==> src/hdl/ogn3d_pkg.sv <==
package ogn3d_pkg;

   // Octave counter width, enough for up to 16 octaves
   localparam int OCT_W = 5;
   // Amplitude 1.0 in Q.14
   localparam logic [31:0] AMP_ONE = 32'd16384;

   // Register indexes of the configuration port
   localparam logic CSR_OCTAVE_COUNT = 1'b0;
   localparam logic CSR_PERSISTENCE  = 1'b1;

   typedef enum logic [4:0] {
      OP_NOP,
      OP_LOAD,
      OP_F1, OP_F2, OP_F3, OP_F4, OP_F5,
      OP_H1, OP_H2, OP_H3, OP_GRAD,
      OP_L1, OP_L2,
      OP_ACC_MUL, OP_ACC_ADD, OP_AMP,
      OP_DIV_INIT, OP_DIV_STEP,
      OP_DONE
   } op_type;

   typedef enum logic [2:0] {
      ST_IDLE, ST_FADE, ST_HASH, ST_LERP, ST_ACC, ST_DIVIDE, ST_FINISH
   } state_type;

   typedef struct packed {
      op_type     op;
      logic [1:0] axis;    // fade axis: 0 x, 1 y, 2 z
      logic [2:0] corner;  // cube corner: bit0 x, bit1 y, bit2 z
      logic [2:0] lstep;   // interpolation step 0..6
   } cmd_type;

   typedef struct packed {
      logic total_pos;     // weighted total above zero
   } status_type;

   localparam logic [7:0] PERM_TABLE [256] = '{
      8'd151,8'd160,8'd137,8'd91,8'd90,8'd15,8'd131,8'd13,
      8'd201,8'd95,8'd96,8'd53,8'd194,8'd233,8'd7,8'd225,
      8'd140,8'd36,8'd103,8'd30,8'd69,8'd142,8'd8,8'd99,
      8'd37,8'd240,8'd21,8'd10,8'd23,8'd190,8'd6,8'd148,
      8'd247,8'd120,8'd234,8'd75,8'd0,8'd26,8'd197,8'd62,
      8'd94,8'd252,8'd219,8'd203,8'd117,8'd35,8'd11,8'd32,
      8'd57,8'd177,8'd33,8'd88,8'd237,8'd149,8'd56,8'd87,
      8'd174,8'd20,8'd125,8'd136,8'd171,8'd168,8'd68,8'd175,
      8'd74,8'd165,8'd71,8'd134,8'd139,8'd48,8'd27,8'd166,
      8'd77,8'd146,8'd158,8'd231,8'd83,8'd111,8'd229,8'd122,
      8'd60,8'd211,8'd133,8'd230,8'd220,8'd105,8'd92,8'd41,
      8'd55,8'd46,8'd245,8'd40,8'd244,8'd102,8'd143,8'd54,
      8'd65,8'd25,8'd63,8'd161,8'd1,8'd216,8'd80,8'd73,
      8'd209,8'd76,8'd132,8'd187,8'd208,8'd89,8'd18,8'd169,
      8'd200,8'd196,8'd135,8'd130,8'd116,8'd188,8'd159,8'd86,
      8'd164,8'd100,8'd109,8'd198,8'd173,8'd186,8'd3,8'd64,
      8'd52,8'd217,8'd226,8'd250,8'd124,8'd123,8'd5,8'd202,
      8'd38,8'd147,8'd118,8'd126,8'd255,8'd82,8'd85,8'd212,
      8'd207,8'd206,8'd59,8'd227,8'd47,8'd16,8'd58,8'd17,
      8'd182,8'd189,8'd28,8'd42,8'd223,8'd183,8'd170,8'd213,
      8'd119,8'd248,8'd152,8'd2,8'd44,8'd154,8'd163,8'd70,
      8'd221,8'd153,8'd101,8'd155,8'd167,8'd43,8'd172,8'd9,
      8'd129,8'd22,8'd39,8'd253,8'd19,8'd98,8'd108,8'd110,
      8'd79,8'd113,8'd224,8'd232,8'd178,8'd185,8'd112,8'd104,
      8'd218,8'd246,8'd97,8'd228,8'd251,8'd34,8'd242,8'd193,
      8'd238,8'd210,8'd144,8'd12,8'd191,8'd179,8'd162,8'd241,
      8'd81,8'd51,8'd145,8'd235,8'd249,8'd14,8'd239,8'd107,
      8'd49,8'd192,8'd214,8'd31,8'd181,8'd199,8'd106,8'd157,
      8'd184,8'd84,8'd204,8'd176,8'd115,8'd121,8'd50,8'd45,
      8'd127,8'd4,8'd150,8'd254,8'd138,8'd236,8'd205,8'd93,
      8'd222,8'd114,8'd67,8'd29,8'd24,8'd72,8'd243,8'd141,
      8'd128,8'd195,8'd78,8'd66,8'd215,8'd61,8'd156,8'd180
   };

endpackage

==> src/hdl/ogn3d_ctrl.sv <==
module ogn3d_ctrl #(
   parameter int MAX_OCTAVES = 8,
   parameter int DIV_STEPS   = 55
) (
   input  logic                   clock,
   input  logic                   reset,
   input  logic                   req_valid,
   output logic                   req_ready,
   input  logic                   out_free,
   input  logic [3:0]             octave_count,
   input  ogn3d_pkg::status_type  status,
   output ogn3d_pkg::cmd_type     cmd
);
   import ogn3d_pkg::*;

   localparam int IW = $clog2(DIV_STEPS + 1);

   state_type        state_ff, state_in;
   logic [IW-1:0]    idx_ff, idx_in;
   logic [2:0]       sub_ff, sub_in;
   logic [OCT_W-1:0] oct_ff, oct_in;
   logic [OCT_W-1:0] oct_req, oct_eff;
   logic             last_oct;

   // Octaves to run: zero means one, clamp at the maximum
   always_comb begin
      oct_req = OCT_W'(octave_count);
      if (oct_req == '0) begin
         oct_eff = OCT_W'(1);
      end else if (oct_req > OCT_W'(MAX_OCTAVES)) begin
         oct_eff = OCT_W'(MAX_OCTAVES);
      end else begin
         oct_eff = oct_req;
      end
      last_oct = (OCT_W'(oct_ff + 1'b1) == oct_eff);
   end

   always_ff @(posedge clock) begin
      if (reset) begin
         state_ff <= ST_IDLE;
         idx_ff   <= '0;
         sub_ff   <= '0;
         oct_ff   <= '0;
      end else begin
         state_ff <= state_in;
         idx_ff   <= idx_in;
         sub_ff   <= sub_in;
         oct_ff   <= oct_in;
      end
   end

   // Sequencer: fade, hash, lerp and accumulate per octave, then divide when the total is positive
   always_comb begin
      state_in   = state_ff;
      idx_in     = idx_ff;
      sub_in     = sub_ff;
      oct_in     = oct_ff;
      req_ready  = 1'b0;
      cmd.op     = OP_NOP;
      cmd.axis   = idx_ff[1:0];
      cmd.corner = idx_ff[2:0];
      cmd.lstep  = idx_ff[2:0];
      unique case (state_ff)
         ST_IDLE: begin
            req_ready = 1'b1;
            if (req_valid) begin
               cmd.op   = OP_LOAD;
               state_in = ST_FADE;
               idx_in   = '0;
               sub_in   = '0;
               oct_in   = '0;
            end
         end
         ST_FADE: begin
            unique case (sub_ff)
               3'd0:    cmd.op = OP_F1;
               3'd1:    cmd.op = OP_F2;
               3'd2:    cmd.op = OP_F3;
               3'd3:    cmd.op = OP_F4;
               default: cmd.op = OP_F5;
            endcase
            if (sub_ff == 3'd4) begin
               sub_in = '0;
               if (idx_ff == IW'(2)) begin
                  idx_in   = '0;
                  state_in = ST_HASH;
               end else begin
                  idx_in = IW'(idx_ff + 1'b1);
               end
            end else begin
               sub_in = 3'(sub_ff + 1'b1);
            end
         end
         ST_HASH: begin
            unique case (sub_ff)
               3'd0:    cmd.op = OP_H1;
               3'd1:    cmd.op = OP_H2;
               3'd2:    cmd.op = OP_H3;
               default: cmd.op = OP_GRAD;
            endcase
            if (sub_ff == 3'd3) begin
               sub_in = '0;
               if (idx_ff == IW'(7)) begin
                  idx_in   = '0;
                  state_in = ST_LERP;
               end else begin
                  idx_in = IW'(idx_ff + 1'b1);
               end
            end else begin
               sub_in = 3'(sub_ff + 1'b1);
            end
         end
         ST_LERP: begin
            if (sub_ff == 3'd0) begin
               cmd.op = OP_L1;
               sub_in = 3'd1;
            end else begin
               cmd.op = OP_L2;
               sub_in = '0;
               if (idx_ff == IW'(6)) begin
                  idx_in   = '0;
                  state_in = ST_ACC;
               end else begin
                  idx_in = IW'(idx_ff + 1'b1);
               end
            end
         end
         ST_ACC: begin
            unique case (sub_ff)
               3'd0:    cmd.op = OP_ACC_MUL;
               3'd1:    cmd.op = OP_ACC_ADD;
               default: cmd.op = OP_AMP;
            endcase
            if (sub_ff == 3'd2) begin
               sub_in = '0;
               idx_in = '0;
               if (!last_oct) begin
                  oct_in   = OCT_W'(oct_ff + 1'b1);
                  state_in = ST_FADE;
               end else if (status.total_pos) begin
                  state_in = ST_DIVIDE;
               end else begin
                  state_in = ST_FINISH;
               end
            end else begin
               sub_in = 3'(sub_ff + 1'b1);
            end
         end
         ST_DIVIDE: begin
            cmd.op = (idx_ff == '0) ? OP_DIV_INIT : OP_DIV_STEP;
            if (idx_ff == IW'(DIV_STEPS)) begin
               idx_in   = '0;
               state_in = ST_FINISH;
            end else begin
               idx_in = IW'(idx_ff + 1'b1);
            end
         end
         default: begin
            if (out_free) begin
               cmd.op   = OP_DONE;
               state_in = ST_IDLE;
            end
         end
      endcase
   end

endmodule

==> config.mk <==
export PLATFORM = sky130hd
export DESIGN_NAME = ogn3d_ctrl
export DESIGN_NICKNAME = d
export VERILOG_FILES = /design/src/hdl/ogn3d_pkg.sv /design/src/hdl/ogn3d_ctrl.sv
export SDC_FILE = /design/constraint.sdc
export NUM_CORES = 1
export LEC_CHECK = 0
export ABC_AREA = 1
export ABC_CLOCK_PERIOD_IN_PS = 3400
export BUFFER_PORTS_ARGS = -buffer_cell sky130_fd_sc_hd__buf_2
export CAP_MARGIN = 40
export CORE_UTILIZATION = 45
export DETAILED_ROUTE_END_ITERATION = 8
export PLACE_DENSITY = 0.65
export SLEW_MARGIN = 20
export SYNTH_ARGS = -nofsm -noshare
export SYNTH_HDL_FRONTEND = slang
export SYNTH_SLANG_ARGS = --single-unit
==> constraint.sdc <==
create_clock -name clock -period 3.4 [get_ports clock]
set_input_delay 0.68 -clock clock [delete_from_list [all_inputs] [get_ports clock]]
set_output_delay 0.68 -clock clock [all_outputs]
set_load 0.02 [all_outputs]
# Word-level counts from Yosys, hierarchy flattened
# Index checks and enable logic that the tools add are counted.
[op_classes]
n_mux = 44
n_reduce_logical = 12
eq_ne = 24
magnitude_cmp = 1
n_addsub = 3
[op_table]
columns = ["operator", "count"]
rows = [
  ["6-bit 2-to-1 mux", 9],
  ["3-bit 2-to-1 mux", 16],
  ["6-bit case mux with 6 select lines", 1],
  ["5-bit case mux with 6 select lines", 1],
  ["5-bit 2-to-1 mux", 4],
  ["2-bit != test (second input constant)", 10],
  ["3-bit case mux with 6 select lines", 1],
  ["3-bit case mux with 5 select lines", 1],
  ["3-bit by 2-bit equality test with 1-bit output (second input constant)", 4],
  ["6-bit by 3-bit equality test with 1-bit output (second input constant)", 2],
  ["3-bit case mux with 4 select lines", 1],
  ["4-bit case mux with 3 select lines", 1],
  ["5-bit case mux with 2 select lines", 1],
  ["10-bit AND reduction", 1],
  ["3-bit equality test (second input constant)", 3],
  ["4-bit 2-to-1 mux", 2],
  ["7-bit nonzero test", 1],
  ["6-bit by 1-bit adder with 6-bit output (second input constant)", 1],
  ["3-bit by 1-bit equality test with 1-bit output (second input constant)", 2],
  ["6-bit by 2-bit equality test with 1-bit output (second input constant)", 1],
  ["6-bit equality test (second input constant)", 1],
  ["3-bit logical NOT", 2],
  ["6-bit logical NOT", 1],
  ["6-bit AND reduction", 1],
  ["13 further kinds", 16],
]
[totals]
input_bits = 9
regBits = 17
out_inout_bits = 14

# Longest topological paths before layout
# Gate-level depths: netlist of run 1.
[depth]
ltp_word = 7
mapped_depth = 13

# Least setup slack after synthesis of run 1
# OpenSTA, ideal clock, no wires.
[synth_timing]
kind = "reg-to-output"
start = "reg sub_ff[0]"
end = "out cmd[10] in the netlist's numbering"
n_path_buf = 0
arrival_time_ns = 1.611
setup_slack_ns = 1.109
required_time_ns = 2.720
stages_incl_launch_ff = 10
cell_sequence = "dfxtp_1 -> inv_1 -> ha_1 -> inv_1 -> nor2_1 -> inv_1 -> nand2_1 -> nand2_1 -> a221oi_1 -> o21ai_0"
[synth_rtl]
columns = ["element", "line", "rtl"]
rows = [
  ["start, declared", "ogn3d_ctrl.sv:20", "logic [2:0] sub_ff, sub_in;"],
  ["start signal, assigned", "ogn3d_ctrl.sv:47", "sub_ff <= sub_in;"],
  ["end, declared", "ogn3d_ctrl.sv:12", "output ogn3d_pkg::cmd_type cmd"],
]

==> out/metrics.yaml, run 1 <==
run_status:
  outcome: "complete, no violations"
yosys:
  yosys-top-cells-area: "dfxtp_1 (22%), nand2_1 (13%), nor2_1 (8.6%), ha_1 (8.0%), inv_1 (6.9%)"
  ys_warn_count: 0
  async_reset_ff_share_pct: 0
  syn_inst: 248
  ys_types: 31
  synth_most_common_cell: "nand2_1"
  synth.largest_area_cell: "dfxtp_1"
  syn_nets: 267
  synth-edff-count: 0
  synthTopCellsByCount: "nand2_1 (55), nor2_1 (36), inv_1 (29), nand3_1 (20), dfxtp_1 (17)"
  netlist.area_leader.share_pct: 21.7
  yosysSeqAreaShare_pct: 21.7
  synthesis.area_mm2: 0.00157
  synth_flop_cell: "dfxtp_1"
  ys_ff_latch: 17
  syn_avg_cell_area_um2: 6.33
power:
  clkPwrFrac_pct: 8.7
  p_total_w: 0.00132
  p_switching_w: 0.000737
  swShare_pct: 55.7
  cellInternalPower_w: 0.000586
  leakage_nw: 0.821
  pwr-share-comb_pct: 66.5
  irDropWorstVdd_mv: 0.345
  power_density_mw_per_mm2: 779
  sequentialPowerShare_pct: 24.9
cells_and_area:
  n_antenna_cell: 0
  fin_area_mm2: 0.00170
  instances_no_fill: 311
  area_delta_synth_final_pct: 8.21
  drive_above_1_share_pct: 20.8
  nets: 285
setup_path:
  cp_max_fo: 6
  arrival_ps: 2100
  slowest_delay_ps: 350
  cpMostUsedCell: "inv_1"
  rr_worst_depth: 9
  critPathKind: "flip-flop to output pin"
  rrSetupSlack_ps: 1540
  path_cells: "inv_1 > ha_1 > inv_1 > nor2_1 > inv_1 > nand2_1 > nand2_1 > a221oi_1 > o21ai_0 > buf_2"
  cp.required_ps: 2720
  reg2reg_to: "oct_ff[0]$_SDFFE_PP0P_"
  cp_slowest_cell: "dfxtp_1"
  cp-end-kind: "output pin"
  r2r-start: "oct_ff[0]$_SDFFE_PP0P_"
  critPathLaunchType: "flip-flop"
placed_design:
  gp_congestion: 0.923
  place_inst: 307
  portBuffers: 22
  placed_area_mm2: 0.00167
  hpwl_um: 2740
clock_tree:
  clock-root-buffer: "clkbuf_4"
  clk_latency_ps: 300
  cts_made_buffers: 3
  cts_tree: "yes"
  clk_pin_slew_worst_paths_ps: 110
  hold_buffers: 0
  h-tree-depth: 1
  post_cts_buffers: 0
  post_cts_resized: 0
  cts_num_sinks: 17
  cts_buffer_depth: 2
min_path:
  hold_path_class: "flip-flop to flip-flop"
  hold_end: "oct_ff[4]$_SDFFE_PP0P_"
  hold_depth: 2
  hold_path_startpoint: "oct_ff[4]$_SDFFE_PP0P_"
global_routing:
  grt_antenna_before_repair: 0
  grt_max_degree: 10
  track_usage_pct: 21.2
  overflow: 0
  grt_pass1_wl_um: 5910
  grt_pass1_vias: 1348
sta:
  fmax_ghz: 0.359
  slew_headroom_pct: 73.8
  finalCritPeriodShare_pct: 81.9
  skew_ps: 5.79
  setup_viol: 0
  rsz0062_at_grt: "false"
  finalWorstPathRequiredPeriod_ps: 2780
  fin_tns_setup_ps: 0
  slew_viol_final: 0
  worst_slew_pin_slew_ps: 389
  finalHoldViolations: 0
route:
  first_iter_violations: 81
  vias: 1530
  wl_per_cell_um: 10.9
  dr.pass1.iters: 4
  vias_per_cell: 4.92
  drc: 0
  finalWirelength_um: 3390
  final_antenna_net_count: 0
floorplan:
  die_h_um: 61.1
  num_rows: 21
  fp.dieW_um: 61.1
  dieArea_mm2: 0.00373
  start_util_pct: 47.1
  core_mm2: 0.00334
  pin_count: 23
run:
  maxCapViolations: 0
==> cell type report <==
cell class	count	area [um2]
Multi-Input combinational cell	186	1020
Fill cell	378	1640
Inverter	36	143
Timing Repair Buffer	22	110
Tap cell	46	57.6
Sequential cell	17	340
Clock buffer	4	26.3
==> worst max-delay path by stage <==
| stage | startpoint | to | slack, ps |
|---|---|---|---|
| 6_report | sub_ff[0]$_SDFFE_PP0P_ | cmd[10] | 620 |
| 5_1_grt | sub_ff[0]$_SDFFE_PP0P_ | cmd[10] | 260 |
| 4_1_cts | sub_ff[0]$_SDFFE_PP0P_ | cmd[10] | 600 |
| 3_5_place_dp | sub_ff[0]$_SDFFE_PP0P_ | cmd[10] | 950 |
| 3_3_place_gp | sub_ff[0]$_SDFFE_PP0P_ | cmd[10] | 980 |
| 2_1_floorplan | sub_ff[0]$_SDFFE_PP0P_ | cmd[10] | 1110 |
==> sequential cells by signal, summed over array words and instances, names as in the netlist <==
signal    cells
idx_ff        6
oct_ff        5
state_ff      3
sub_ff        3
==> layout by cell type (no fill, tap or decap), drive strengths merged <==
master,instances
a211oi,1
inv,36
nand4,6
nand2,68
nor3,1
clkbuf,4
nor3b,1
xnor2,1
buf,22
xor2,1
o31ai,1
a31oi,1
a221oi,3
o21ai,11
dfxtp,17
a21oi,15
o21bai,2
nor4,1
nor2,42
nand3,21
ha,10
==> metal layers <==
layer	GRT usage [%]	vias to the layer above	wire [um]	share of wire (%)
met5	0	-	0	0
met4	7.79	0	65	1.9
met3	2.73	7	107	3.2
met2	33.9	32	1540	45
met1	29.2	668	1680	50
li1	-	823	-	-
==> power groups by stage <==
stage	registers (W)	clock network (W)	logic (W)
after floorplan	0.000311	0	0.000738
final	0.000329	0.000115	0.000880
after detailed placement	0.000335	0	0.000881
after global routing	0.000344	0.000128	0.00100
after global placement	0.000335	0	0.000879
after CTS	0.000330	0.000119	0.000886
==> worst max-delay path: cells and delay by family, from the launching register on <==
family,cells,cell delay [ps]
adder cells (fa/ha/maj),1,180
AND/OR/NAND/NOR,3,390
AO/OA/AOI/OAI,2,360
flip-flops,1,350
buffers and inverters,4,530
==> cell families after synthesis <==
| family | count (synthesis) | synth area share, % |
|---|---|---|
| AOI/OAI and AO/OA | 34 | 12.5 |
| buffers and inverters | 45 | 13.2 |
| and+or+nand+nor | 140 | 43.5 |
| adders and majority gates | 10 | 7.97 |
| xor gates and xnor gates | 2 | 1.12 |
| DFF | 17 | 21.7 |
==> metrics by stage <==
stage	utilization [%]	worst slack [ps]	hold WS, ps
final	50.9	616	508
after detailed placement	50.1	954	494
after global routing	50.9	258	562
after CTS	50.9	601	509
after global placement	50.1	984	490
after floorplan	-	1110	475
No activity file was read; power rests on OpenSTA's default activity.
==> run 2: changes to the inputs <==
--- a/config.mk
+++ b/config.mk
@@ -5,13 +5,13 @@
 export SDC_FILE = /design/constraint.sdc
 export NUM_CORES = 1
 export LEC_CHECK = 0
-export ABC_AREA = 1
-export ABC_CLOCK_PERIOD_IN_PS = 3400
+export ABC_AREA = 0
+export ABC_CLOCK_PERIOD_IN_PS = 2400
 export BUFFER_PORTS_ARGS = -buffer_cell sky130_fd_sc_hd__buf_2
 export CAP_MARGIN = 40
 export CORE_UTILIZATION = 45
 export DETAILED_ROUTE_END_ITERATION = 8
-export PLACE_DENSITY = 0.65
+export PLACE_DENSITY = 0.67
 export SLEW_MARGIN = 20
 export SYNTH_ARGS = -nofsm -noshare
 export SYNTH_HDL_FRONTEND = slang
==> constraint.sdc (replaced) <==
create_clock -name clock -period 2.4 [get_ports clock]
set_input_delay 0.48 -clock clock [delete_from_list [all_inputs] [get_ports clock]]
set_output_delay 0.48 -clock clock [all_outputs]
set_load 0.02 [all_outputs]
==> out/metrics.yaml, run 2 <==
global_routing:
  grt_pass1_wl_um: 7580  # +28%
  overflow: 0  # unchanged
  grt_antenna_before_repair: 0  # unchanged
  grt_pass1_vias: 1561  # +16%
  track_usage_pct: 22.5  # +1.3 points
  grt_max_degree: 17  # +7
power:
  sequentialPowerShare_pct: 25.0  # about the same
  p_switching_w: 0.000703  # -4.7%
  pwr-share-comb_pct: 60.5  # -6.0 points
  irDropWorstVdd_mv: 0.343  # -0.70%
  clkPwrFrac_pct: 14.5  # +5.8 points
  power_density_mw_per_mm2: 750  # -3.8%
  cellInternalPower_w: 0.000828  # +41%
  leakage_nw: 0.762  # -7.2%
  swShare_pct: 45.9  # -9.8 points
setup_path:
  cp-end-kind: "output pin"
  crit_cells: 7  # -3
  cp_max_fo: 6  # unchanged
  crit_buf_inv: 2  # -2
  critPathKind: "flip-flop to output pin"
  cp_slowest_cell: "dfxtp_4"
  cpLargestDelayFamily: "compound AO/OA/AOI/OAI gates"
  rrSetupSlack_ps: 170  # -1370 ps
  arrival_ps: 1830  # -270 ps
  critPathLaunchType: "flip-flop"
  reg2reg_to: "state_ff[0]$_SDFFE_PP0P_"
  cp.required_ps: 1920  # -800 ps
  r2r-start: "oct_ff[1]$_SDFFE_PP0P_"
  slowest_delay_ps: 380  # +30 ps
  rr_worst_depth: 6  # -3
  path_cells: "clkinvlp_4 > ha_4 > nand2_4 > o21ai_0 > a211o_1 > a32oi_1 > buf_4"
route:
  dr.pass1.iters: 4  # unchanged
  vias: 1827  # +19%
  drc: 0  # unchanged
  wl_per_cell_um: 15.4  # +41%
  vias_per_cell: 6.11  # +24%
  first_iter_violations: 174  # +110%
  final_antenna_net_count: 0  # unchanged
  finalWirelength_um: 4610  # +36%
yosys:
  yosysSeqAreaShare_pct: 18.7  # -3.0 points
  ys_ff_latch: 17  # unchanged
  syn_inst: 234  # -5.6%
  netlist.area_leader.share_pct: 18.7  # -3.0 points
  synth_compound_area_share_pct: 30.9  # +18 points
  synth-edff-count: 0  # unchanged
  syn_nets: 253  # -5.2%
  ys_types: 68  # +120%
  async_reset_ff_share_pct: 0  # unchanged
  yosys-top-cells-area: "dfxtp_1 (19%), ha_1 (6.9%), o21ai_0 (4.9%), o211ai_1 (3.7%), buf_4 (3.3%)"
  synth_fa_ha_area_share_pct: 6.87  # -1.1 points
  yosys.area_share.simple_pct: 27.3  # -16 points
  synth.largest_area_cell: "dfxtp_1"
  synth_flop_cell: "dfxtp_1"
  syn_avg_cell_area_um2: 7.78  # +23%
  synth_most_common_cell: "o21ai_0"
  ys_warn_count: 0  # unchanged
  synth_top_family_by_area: "compound AO/OA/AOI/OAI gates"
  synthTopCellsByCount: "o21ai_0 (18), dfxtp_1 (17), nand2_1 (14), nor2_1 (14), inv_1 (12)"
  synthesis.area_mm2: 0.00182  # +16%
  post_synth_xor_area_fraction_pct: 2.41  # +1.3 points
  synthMuxAreaShare_pct: 1.10  # +1.1 points
clock_tree:
  cts_made_buffers: 3  # unchanged
  clk_pin_slew_worst_paths_ps: 70  # -40 ps
  cts_tree: "yes"
  clk_latency_ps: 260  # -40 ps
  clock-root-buffer: "clkbuf_8"
  cts_buffer_depth: 2  # unchanged
  cts_num_sinks: 17  # unchanged
  hold_buffers: 0  # unchanged
  h-tree-depth: 1  # unchanged
sta:
  skew_ps: 4.05  # -1.74 ps
  worst_slew_pin_slew_ps: 434  # +44.6 ps
  finalCritPeriodShare_pct: 96.1
  fmax_ghz: 0.434
  slew_viol_final: 0  # unchanged
  slew_headroom_pct: 70.7  # -3.1 points
  finalHoldViolations: 0  # unchanged
  setup_viol: 0  # unchanged
  finalWorstPathRequiredPeriod_ps: 2310
min_path:
  hold_end: "idx_ff[5]$_SDFFE_PP0P_"
  hold_path_startpoint: "idx_ff[5]$_SDFFE_PP0P_"
  hold_path_class: "flip-flop to flip-flop"
  hold_depth: 2  # unchanged
floorplan:
  dieArea_mm2: 0.00430  # +15%
  core_mm2: 0.00377  # +13%
  start_util_pct: 48.3  # +1.2 points
  fp.dieW_um: 65.6  # +7.4%
  num_rows: 22  # +4.8%
  die_h_um: 65.6  # +7.4%
  pin_count: 23  # unchanged
cells_and_area:
  nets: 271  # -4.9%
  instances_no_fill: 299  # -3.9%
  area_delta_synth_final_pct: 12.2
  largest_reg_flops: 6  # unchanged
  fin_area_mm2: 0.00204  # +20%
  largest-register: "idx_ff"
  largestRegisters: "idx_ff: 6 flops, oct_ff: 5 flops"
  final_cell_mix: "buf_2 (21), o21ai_0 (17), buf_4 (16)"
  n_antenna_cell: 0  # unchanged
  final_common_cell: "buf_2"
  drive_above_1_share_pct: 24.7  # +3.9 points
placed_design:
  portBuffers: 22  # unchanged
  gp_congestion: 0.883  # -4.4%
  placed_area_mm2: 0.00190  # +14%
  hpwl_um: 3330  # +22%
  place_inst: 293  # -4.6%
run:
  maxCapViolations: 0  # unchanged
run_status:
  outcome: "complete, no violations"
run 2: changes by cell type after synthesis, sizes merged, moves of 8 or more:
cell,before,now
nor3,1,11
nand2,68,14
clkbuf,0,10
nor2,42,14
o21ai,11,19
o211ai,0,9
nand3,21,9
inv,36,12
run 2: kinds of logic after synthesis:
logic type / after synthesis
AO/OA/AOI/OAI: 78
XOR/XNOR: 5
adder cells (fa/ha/maj): 10
buffers and inverters: 36
flip-flops: 17
multiplexers: 2
AND/OR/NAND/NOR: 86
run 2: worst max path at each step:
stage	start	endpoint	slack, ps
after floorplan	sub_ff[0]$_SDFFE_PP0P_	cmd[9]	260
after global placement	octave_count[1]	state_ff[0]$_SDFFE_PP0P_	200
after detailed placement	sub_ff[0]$_SDFFE_PP0P_	idx_ff[3]$_SDFFE_PP0P_	170
after CTS	sub_ff[0]$_SDFFE_PP0P_	cmd[8]	30
after global routing	sub_ff[0]$_SDFFE_PP0P_	cmd[9]	-10
final	sub_ff[0]$_SDFFE_PP0P_	cmd[9]	90
run 2: worst min-delay path, delay by kind of cell (launching register included):
family         cells  cell delay, ps
AO/OA/AOI/OAI      2             150
flip-flops         1             360
run 2: timing repair:
action	in CTS	in global routing
pin swaps	0	3
gates resized for setup	4	19
buffers inserted	0	2
endpoints found under the setup margin	2	4
run 2: per-layer routing:
metal	global-route usage, %	vias to the layer above	wire [um]
met5	0	-	0
met4	7.34	0	74
met3	2.60	7	198
met2	33.9	63	2060
met1	32.8	844	2280
li1	-	913	-
run 2: power groups by stage:
| stage | Combinational, W | Sequential, W | Clock [W] |
|---|---|---|---|
| finish | 0.000927 | 0.000382 | 0.000223 |
| global route | 0.00100 | 0.000390 | 0.000242 |
| detailed placement | 0.000845 | 0.000379 | 0 |
| floorplan | 0.000680 | 0.000346 | 0 |
| global placement | 0.000839 | 0.000376 | 0 |
| CTS | 0.000853 | 0.000373 | 0.000225 |
run 2: metrics by stage:
step           setup TNS, ps  hold slack, ps  total power [W]  utilization [%]  worst slack, ps
6_report                   0             556          0.00153             54.2             93.8
5_1_grt                -10.2             566          0.00163             54.2            -10.2
4_1_cts                    0             549          0.00145             51.8             25.2
3_5_place_dp               0             539          0.00122             50.4              167
3_3_place_gp               0             534          0.00122             50.4              199
2_1_floorplan              0             497          0.00103                -              262
run 2: final cells by class:
cell class,count,area (um2)
clock buffer,4,45.0
fill,362,1730
inverter,12,48.8
multi-input combinational,181,1310
sequential,17,352
tap,48,60.1
timing repair buffer,37,225
